$ cat src/sv/cpfr_pkg.sv
package cpfr_pkg;

  localparam int BUFFER_COUNT       = 3;
  localparam int MAX_TRANSFER_BYTES = 16384;
  localparam int TRAILER_BYTES      = 8;
  localparam int BIDX_W             = $clog2(BUFFER_COUNT);
  localparam int LEN_W              = 15;
  localparam int QUEUE_DEPTH        = 2;
  localparam int QPTR_W             = $clog2(QUEUE_DEPTH);
  localparam int QCNT_W             = $clog2(QUEUE_DEPTH + 1);

  localparam logic [15:0] RESET_SIGNATURE   = 16'hA53C;
  localparam logic [15:0] RESET_LAST_PACKET = 16'h02EE;
  localparam logic [23:0] RESET_CAPACITY    = 24'(3000 * 4096 * 1);

  localparam logic [1:0] STATUS_COMPLETED = 2'd0;

  localparam logic [1:0] REG_MAGIC    = 2'd0;
  localparam logic [1:0] REG_LAST     = 2'd1;
  localparam logic [1:0] REG_CAPACITY = 2'd2;

  typedef struct packed {
    logic [1:0]       transfer_status;
    logic [LEN_W-1:0] transfer_length;
    logic [15:0]      packet_number;
    logic [15:0]      signature;
    logic [15:0]      hosting_frame;
  } in_t;

  typedef struct packed {
    logic        payload_write;
    logic [23:0] payload_offset;
    logic [1:0]  payload_buffer;
    logic        sequence_error;
    logic        in_sync;
    logic        frame_done;
    logic        ready_valid;
    logic [1:0]  ready_buffer;
    logic [15:0] ready_frame_number;
  } out_t;

  typedef struct packed {
    logic [15:0] magic_signature;
    logic [15:0] last_packet_number;
    logic [23:0] frame_capacity;
  } cfg_t;

  typedef struct packed {
    logic             active;
    logic             check_fail;
    logic [LEN_W-1:0] plen;
    logic [15:0]      packet_number;
    logic [15:0]      hosting_frame;
  } cls_t;

endpackage

$ cat src/sv/cpfr_front.sv
module cpfr_front import cpfr_pkg::*; (
  input  logic clk,
  input  logic rst,
  input  cfg_t cfg,
  input  logic in_valid,
  output logic in_stall,
  input  in_t  in_data,
  output logic f_valid,
  output cls_t f_data,
  input  logic q_full
);

  logic [LEN_W-1:0] len_clamped;
  cls_t             cls;

  always_comb begin
    if (32'(in_data.transfer_length) > 32'(MAX_TRANSFER_BYTES)) begin
      len_clamped = LEN_W'(MAX_TRANSFER_BYTES);
    end else begin
      len_clamped = in_data.transfer_length;
    end
    cls.active        = (in_data.transfer_status == STATUS_COMPLETED);
    cls.check_fail    = (len_clamped < LEN_W'(TRAILER_BYTES)) ||
                        (in_data.signature != cfg.magic_signature);
    cls.plen          = len_clamped - LEN_W'(TRAILER_BYTES);
    cls.packet_number = in_data.packet_number;
    cls.hosting_frame = in_data.hosting_frame;
  end

  assign in_stall = f_valid && q_full;

  always_ff @(posedge clk) begin
    if (rst) begin
      f_valid <= 1'b0;
    end else if (in_valid && !in_stall) begin
      f_valid <= 1'b1;
    end else if (!q_full) begin
      f_valid <= 1'b0;
    end
  end

  always_ff @(posedge clk) begin
    if (in_valid && !in_stall) begin
      f_data <= cls;
    end
  end

endmodule

$ cat src/sv/cpfr_queue.sv
module cpfr_queue import cpfr_pkg::*; (
  input  logic clk,
  input  logic rst,
  input  logic push,
  input  cls_t push_data,
  output logic full,
  output logic q_valid,
  output cls_t q_data,
  input  logic pop
);

  cls_t              mem [QUEUE_DEPTH];
  logic [QPTR_W-1:0] wr_ptr;
  logic [QPTR_W-1:0] rd_ptr;
  logic [QCNT_W-1:0] count;
  logic              do_push;
  logic              do_pop;

  assign full    = (count == QCNT_W'(QUEUE_DEPTH));
  assign q_valid = (count != '0);
  assign q_data  = mem[rd_ptr];
  assign do_push = push && !full;
  assign do_pop  = pop && q_valid;

  always_ff @(posedge clk) begin
    if (rst) begin
      wr_ptr <= '0;
      rd_ptr <= '0;
      count  <= '0;
    end else begin
      if (do_push) begin
        wr_ptr <= (wr_ptr == QPTR_W'(QUEUE_DEPTH - 1)) ? '0 : wr_ptr + 1'b1;
      end
      if (do_pop) begin
        rd_ptr <= (rd_ptr == QPTR_W'(QUEUE_DEPTH - 1)) ? '0 : rd_ptr + 1'b1;
      end
      if (do_push && !do_pop) begin
        count <= count + 1'b1;
      end else if (do_pop && !do_push) begin
        count <= count - 1'b1;
      end
    end
  end

  always_ff @(posedge clk) begin
    if (do_push) begin
      mem[wr_ptr] <= push_data;
    end
  end

endmodule

$ cat src/sv/cpfr_back.sv
module cpfr_back import cpfr_pkg::*; (
  input  logic clk,
  input  logic rst,
  input  cfg_t cfg,
  input  logic q_valid,
  input  cls_t q_data,
  output logic pop,
  output logic out_valid,
  input  logic out_stall,
  output out_t out_data
);

  logic [15:0]       expected_packet, expected_packet_next;
  logic              out_of_sync, out_of_sync_next;
  logic [23:0]       write_offset, write_offset_next;
  logic [BIDX_W-1:0] current_buffer, current_buffer_next;
  logic              have_ready, have_ready_next;
  logic [BIDX_W-1:0] ready_index, ready_index_next;
  logic [15:0]       stored_frame_numbers [BUFFER_COUNT];
  logic              done;
  logic [24:0]       sum;
  out_t              res;

  assign pop = q_valid && (!out_valid || !out_stall);

  always_comb begin
    expected_packet_next = expected_packet;
    out_of_sync_next     = out_of_sync;
    write_offset_next    = write_offset;
    current_buffer_next  = current_buffer;
    have_ready_next      = have_ready;
    ready_index_next     = ready_index;
    done                 = 1'b0;
    sum                  = {1'b0, write_offset} + 25'(q_data.plen);
    res                  = '0;
    if (q_data.active) begin
      if (q_data.check_fail || (q_data.packet_number != expected_packet)) begin
        out_of_sync_next     = 1'b1;
        expected_packet_next = '0;
        write_offset_next    = '0;
        res.sequence_error   = 1'b1;
      end else begin
        out_of_sync_next = out_of_sync && (q_data.packet_number != '0);
        if (!out_of_sync_next) begin
          if (sum <= {1'b0, cfg.frame_capacity}) begin
            res.payload_write  = 1'b1;
            res.payload_offset = write_offset;
            res.payload_buffer = 2'(current_buffer);
            write_offset_next  = sum[23:0];
          end
          if (q_data.packet_number >= cfg.last_packet_number) begin
            done                 = 1'b1;
            ready_index_next     = current_buffer;
            have_ready_next      = 1'b1;
            current_buffer_next  = (current_buffer == BIDX_W'(BUFFER_COUNT - 1)) ?
                                   '0 : current_buffer + 1'b1;
            write_offset_next    = '0;
            expected_packet_next = '0;
          end else begin
            expected_packet_next = expected_packet + 16'd1;
          end
        end
      end
    end
    res.in_sync     = !out_of_sync_next;
    res.frame_done  = done;
    res.ready_valid = have_ready_next;
    if (have_ready_next) begin
      res.ready_buffer       = 2'(ready_index_next);
      res.ready_frame_number = done ? q_data.hosting_frame
                                    : stored_frame_numbers[ready_index];
    end
  end

  always_ff @(posedge clk) begin
    if (rst) begin
      expected_packet <= '0;
      out_of_sync     <= 1'b0;
      write_offset    <= '0;
      current_buffer  <= '0;
      have_ready      <= 1'b0;
      ready_index     <= '0;
      out_valid       <= 1'b0;
      for (int i = 0; i < BUFFER_COUNT; i++) begin
        stored_frame_numbers[i] <= '0;
      end
    end else begin
      if (pop) begin
        expected_packet <= expected_packet_next;
        out_of_sync     <= out_of_sync_next;
        write_offset    <= write_offset_next;
        current_buffer  <= current_buffer_next;
        have_ready      <= have_ready_next;
        ready_index     <= ready_index_next;
        if (done) begin
          stored_frame_numbers[current_buffer] <= q_data.hosting_frame;
        end
        out_valid <= 1'b1;
      end else if (!out_stall) begin
        out_valid <= 1'b0;
      end
    end
  end

  always_ff @(posedge clk) begin
    if (pop) begin
      out_data <= res;
    end
  end

  a_done_in_sync: assert property (@(posedge clk) disable iff (rst)
    out_valid && out_data.frame_done |-> out_data.in_sync && !out_data.sequence_error)
    else $error("frame done without sync");

  a_write_in_sync: assert property (@(posedge clk) disable iff (rst)
    out_valid && out_data.payload_write |-> out_data.in_sync && !out_data.sequence_error)
    else $error("payload write while out of sync");

  a_done_ready: assert property (@(posedge clk) disable iff (rst)
    out_valid && out_data.frame_done |->
      out_data.ready_valid && out_data.ready_frame_number == stored_frame_numbers[ready_index])
    else $error("completed frame not reported ready");

  a_error_rewinds: assert property (@(posedge clk) disable iff (rst)
    pop && res.sequence_error |=> expected_packet == '0 && write_offset == '0 && out_of_sync)
    else $error("sequence error did not rewind");

endmodule

$ cat src/sv/camera_packet_frame_reassembler.sv
// path: an accepted word passes the front register, a queue entry and the back end's output register
// throughput: one word per cycle while no stall holds the flow; the back end's offset add and compare sets the cycle
// a two-entry queue between front and back lets each side stall on its own
// reset: synchronous active-high rst clears sync state, buffers, queue and handshakes
// registers return to their reset values; no clearing pass is needed
module camera_packet_frame_reassembler import cpfr_pkg::*; (
  input  logic        clk,
  input  logic        rst,
  input  logic        psel,
  input  logic        penable,
  input  logic        pwrite,
  input  logic [3:0]  paddr,
  input  logic [31:0] pwdata,
  output logic [31:0] prdata,
  output logic        pready,
  input  logic        in_valid,
  output logic        in_stall,
  input  in_t         in_data,
  output logic        out_valid,
  input  logic        out_stall,
  output out_t        out_data
);

  cfg_t cfg;
  logic f_valid;
  cls_t f_data;
  logic q_full;
  logic q_valid;
  cls_t q_data;
  logic pop;

  assign pready = 1'b1;

  always_ff @(posedge clk) begin
    if (rst) begin
      cfg.magic_signature    <= RESET_SIGNATURE;
      cfg.last_packet_number <= RESET_LAST_PACKET;
      cfg.frame_capacity     <= RESET_CAPACITY;
    end else if (psel && penable && pwrite && pready) begin
      case (paddr[3:2])
        REG_MAGIC:    cfg.magic_signature    <= pwdata[15:0];
        REG_LAST:     cfg.last_packet_number <= pwdata[15:0];
        REG_CAPACITY: cfg.frame_capacity     <= pwdata[23:0];
        default: ;
      endcase
    end
  end

  always_comb begin
    case (paddr[3:2])
      REG_MAGIC:    prdata = {16'd0, cfg.magic_signature};
      REG_LAST:     prdata = {16'd0, cfg.last_packet_number};
      REG_CAPACITY: prdata = {8'd0, cfg.frame_capacity};
      default:      prdata = '0;
    endcase
  end

  cpfr_front u_front (
    .clk      (clk),
    .rst      (rst),
    .cfg      (cfg),
    .in_valid (in_valid),
    .in_stall (in_stall),
    .in_data  (in_data),
    .f_valid  (f_valid),
    .f_data   (f_data),
    .q_full   (q_full)
  );

  cpfr_queue u_queue (
    .clk       (clk),
    .rst       (rst),
    .push      (f_valid),
    .push_data (f_data),
    .full      (q_full),
    .q_valid   (q_valid),
    .q_data    (q_data),
    .pop       (pop)
  );

  cpfr_back u_back (
    .clk       (clk),
    .rst       (rst),
    .cfg       (cfg),
    .q_valid   (q_valid),
    .q_data    (q_data),
    .pop       (pop),
    .out_valid (out_valid),
    .out_stall (out_stall),
    .out_data  (out_data)
  );

endmodule
$ cat config.mk
export PLATFORM = sky130hd
export DESIGN_NAME = camera_packet_frame_reassembler
export DESIGN_NICKNAME = d
export VERILOG_FILES = /design/src/sv/cpfr_pkg.sv /design/src/sv/cpfr_front.sv /design/src/sv/cpfr_queue.sv /design/src/sv/cpfr_back.sv /design/src/sv/camera_packet_frame_reassembler.sv
export SDC_FILE = /design/constraint.sdc
export NUM_CORES = 1
export LEC_CHECK = 0
export ABC_AREA = 1
export BUFFER_PORTS_ARGS = -buffer_cell sky130_fd_sc_hd__buf_2
export CAP_MARGIN = 20
export CORE_MARGIN = 8
export CORE_UTILIZATION = 35
export DETAILED_ROUTE_END_ITERATION = 16
export MAX_ROUTING_LAYER = met4
export PLACE_DENSITY_LB_ADDON = 0.1
export SETUP_SLACK_MARGIN = 0.5
export SLEW_MARGIN = 20
export SYNTH_ARGS = -nofsm -noshare
export SYNTH_HDL_FRONTEND = slang
export SYNTH_HIERARCHICAL = 1
export SYNTH_SLANG_ARGS = --single-unit
$ cat constraint.sdc
create_clock -name clk -period 13.6 [get_ports clk]
set_clock_uncertainty 0.15 [all_clocks]
set_input_delay 3.4 -clock clk [delete_from_list [all_inputs] [get_ports clk]]
set_output_delay 3.4 -clock clk [all_outputs]
set_load 0.02 [all_outputs]
==> results.toml <==
[status]
status = "completed"

[die]
core_area_um2 = 51100
die_h_um = 243
io_pins = 192
fp.dieW_um = 243
rows = 83
initial_core_util = 0.352
die-area_um2 = 58900

[synth]
async_flop_share = 0
syn-cell-area_um2 = 18000
seq_area_frac_synth = 0.558
synth_warnings = 6
yosysTopAreaCellShare = 0.434
syn_inst = 1915
synthDistinctLibCells = 49
synth_area_leaders = "edfxtp_1 (43%), dfxtp_1 (12%), nand2_1 (8.1%), nor2_1 (6.8%), inv_1 (4.1%)"
yosys-top-cells-count = "nand2_1 (387), nor2_1 (325), edfxtp_1 (260)"
synth_edf_count = 260
ys_seq_elements = 371
synth_flop_cell = "edfxtp_1"
yosys.area.top_type = "edfxtp_1"
synth.avg_cell_area_um2 = 9.39
synth_most_common_cell = "nand2_1"

[clock_network]
cts_sinks = 371
ctsHtreeMaxLevel = 2
cts_setup_buffers = 0
clock_path_buffers = 3
hold_buffers = 0
clkTransAtPathRegs_ns = 0.06
ctsResizeCount = 0
cts_tree = "built"
cts-root-buf = "clkbuf_16"
cts_buffers = 43
clk_latency_ns = 0.58

[timing]
worst_slew_pin_slew_ns = 1.10
max_slew_margin = 0.266
setup_tns_ns = 0
period_minus_slack_ns = 8.45
setup_viol = 0
timing.fmax_mhz = 118
hold_violations = 0
report.final.slew_viol_count = 0
setup_slack_ns = 5.15
rsz0062_at_grt = "false"
fin_crit_sh = 0.621

[min_path]
min_to = "u_queue/mem[0][0]"
hp-class = "reg -> reg"
hold_path_depth = 0
hold_start = "u_front/f_data[0]"

[worst_setup_path]
critPathCaptureType = "output port"
rr_worst_depth = 25
crit_slowest_cell = "nor2_2"
criticalPathCategory = "in -> out"
crit_top_cell = "buf_2"
worstPathRequired_ns = 10.05
rrSetupSlack_ns = 8.15
path_buf_inv = 3
arrival_ns = 4.90
crit_path_max_incr_delay_ns = 0.82
crit_chain = "buf_2 -> inv_2 -> nor2_2 -> nand2_1 -> nand3_1 -> buf_2"
critPathLaunchType = "input port"
r2r_end = "u_back/write_offset[4]"
path_max_fanout = 26
crit_family = "simple AND/OR/NAND/NOR gates"

[grt]
grt_max_degree = 57
antenna_found_initial = 7
grt_pass1_vias = 12800
grtUsageTotal = 0.158
overflow = 0
grt_pass1_wl_um = 72800

[detailed_routing]
drtPass1Iterations = 5
drtAntennaViolNets = 0
wl_um = 46400
via_count = 13200
wire_per_inst_um = 16.6
drtIter0Drc = 745
routed_via_density = 4.72
drc = 0

[place]
dpl-instance-area_um2 = 19400
dp_slack_ns = 5.17
dpl.hpwl_um = 32800
io_buffers = 172
place_congestion = 0.852

[pwr]
ir_worst_vdd_v = 0.0000847
power.density_nw_per_um2 = 176
p_leak_uw = 0.00870

[finish]
fin_area_um2 = 20900
area_growth_pct = 16.4
drive_above_1_share = 0.165
final_net_count = 2242

[run]
drv_cap = 0
-- worst max-delay path by stage --
stage,end,startpoint,slack [ns],cells past startpoint
after detailed placement,prdata[10],paddr[2],5.17,6
after global routing,prdata[8],paddr[2],5.06,6
after floorplan,prdata[10],paddr[3],5.92,4
after global placement,prdata[10],paddr[2],5.15,6
after CTS,prdata[10],paddr[2],5.17,6
final,prdata[4],paddr[2],5.15,6
-- report_power, final --
part / switching, µW / internal (µW)
combinational: 659 / 340
clock: 486 / 737
sequential: 86.3 / 1370
-- logic make-up after synthesis --
kind of cell	Yosys count	share of synthesized area
compound gates	175	0.0539
xor+xnor	52	0.0253
fa+ha+maj	59	0.0415
buf+inv	280	0.0682
flops	371	0.558
mux	49	0.0328
other cells	2	0.000418
simple gates	927	0.220
-- worst reg2reg max path: stages (launching register included) --
cell and delay (ns):
dfxtp_2 0.81, mux2_2 0.35, ha_1 0.21, inv_1 0.09, fa_1 0.40, inv_1 0.07, nand2_1 0.05, nand2_1 0.08
nand3_1 0.07, nand2_1 0.21, nand2_1 0.10, nand2_2 0.14, nand2_1 0.11, nor2_1 0.13, xor2_1 0.25, inv_1 0.08
ha_1 0.30, nand2_1 0.05, inv_1 0.06, nand3_1 0.09, nor2_1 0.12, nand4_1 0.10, o21ai_1 0.18, nand3_2 0.67
a21oi_1 0.40, nor2_1 0.07
-- sequential cells by signal (all words and copies together), names as in the netlist, 2 cells and up, named ones only --
signal,flops
cfg,56
u_back/current_buffer,2
u_back/expected_packet,16
u_back/out_data,49
u_back/ready_index,2
u_back/stored_frame_numbers,64
u_back/write_offset,24
u_front/f_data,49
u_queue/count,2
u_queue/mem,98
-- per-layer routing --
layer  wire [µm]  global-route usage
met5           0                   -
met4         761              0.0337
met3        2500              0.0372
met2       22700               0.264
met1       20400               0.194
-- metrics by stage --
stage / hold WS, ns / util / total power, µW / std cells
floorplan: 0.271 / - / 2180 / 1922
global placement: 0.272 / 0.379 / 2470 / 2709
detailed placement: 0.279 / 0.380 / 2500 / 2710
CTS: 0.271 / 0.409 / 3740 / 2789
global route: 0.279 / 0.410 / 3910 / 2794
finish: 0.278 / 0.410 / 3680 / 2794
-- placed cells by master (no fill, tap or decap), types with 7 or more instances in the layout --
cell type,count
o32ai_1,16
nor2_2,7
nor2_1,321
inv_1,197
ha_1,58
mux2_4,10
dfxtp_1,110
edfxtp_1,260
a21oi_1,76
xnor2_1,21
buf_2,172
nand2_1,387
o21ai_0,63
mux2_2,39
clkbuf_8,7
buf_4,11
nor3_1,15
nand4_1,11
clkbuf_16,44
nand3_1,148
clkbuf_1,10
xor2_1,31
nor2_4,7
conb_1,9
-- cell type report --
class                   instances  area, µm²
diodes                          5       12.5
flip-flops and latches        371      10000
well taps                     680        851
inverters                     204        768
repair buffers                184        971
clock buffers                  61       1230
fillers                      5128      30200
multi-input cells            1271       6780
clock inverters                18        285
No activity file was read; power rests on OpenSTA's default activity.
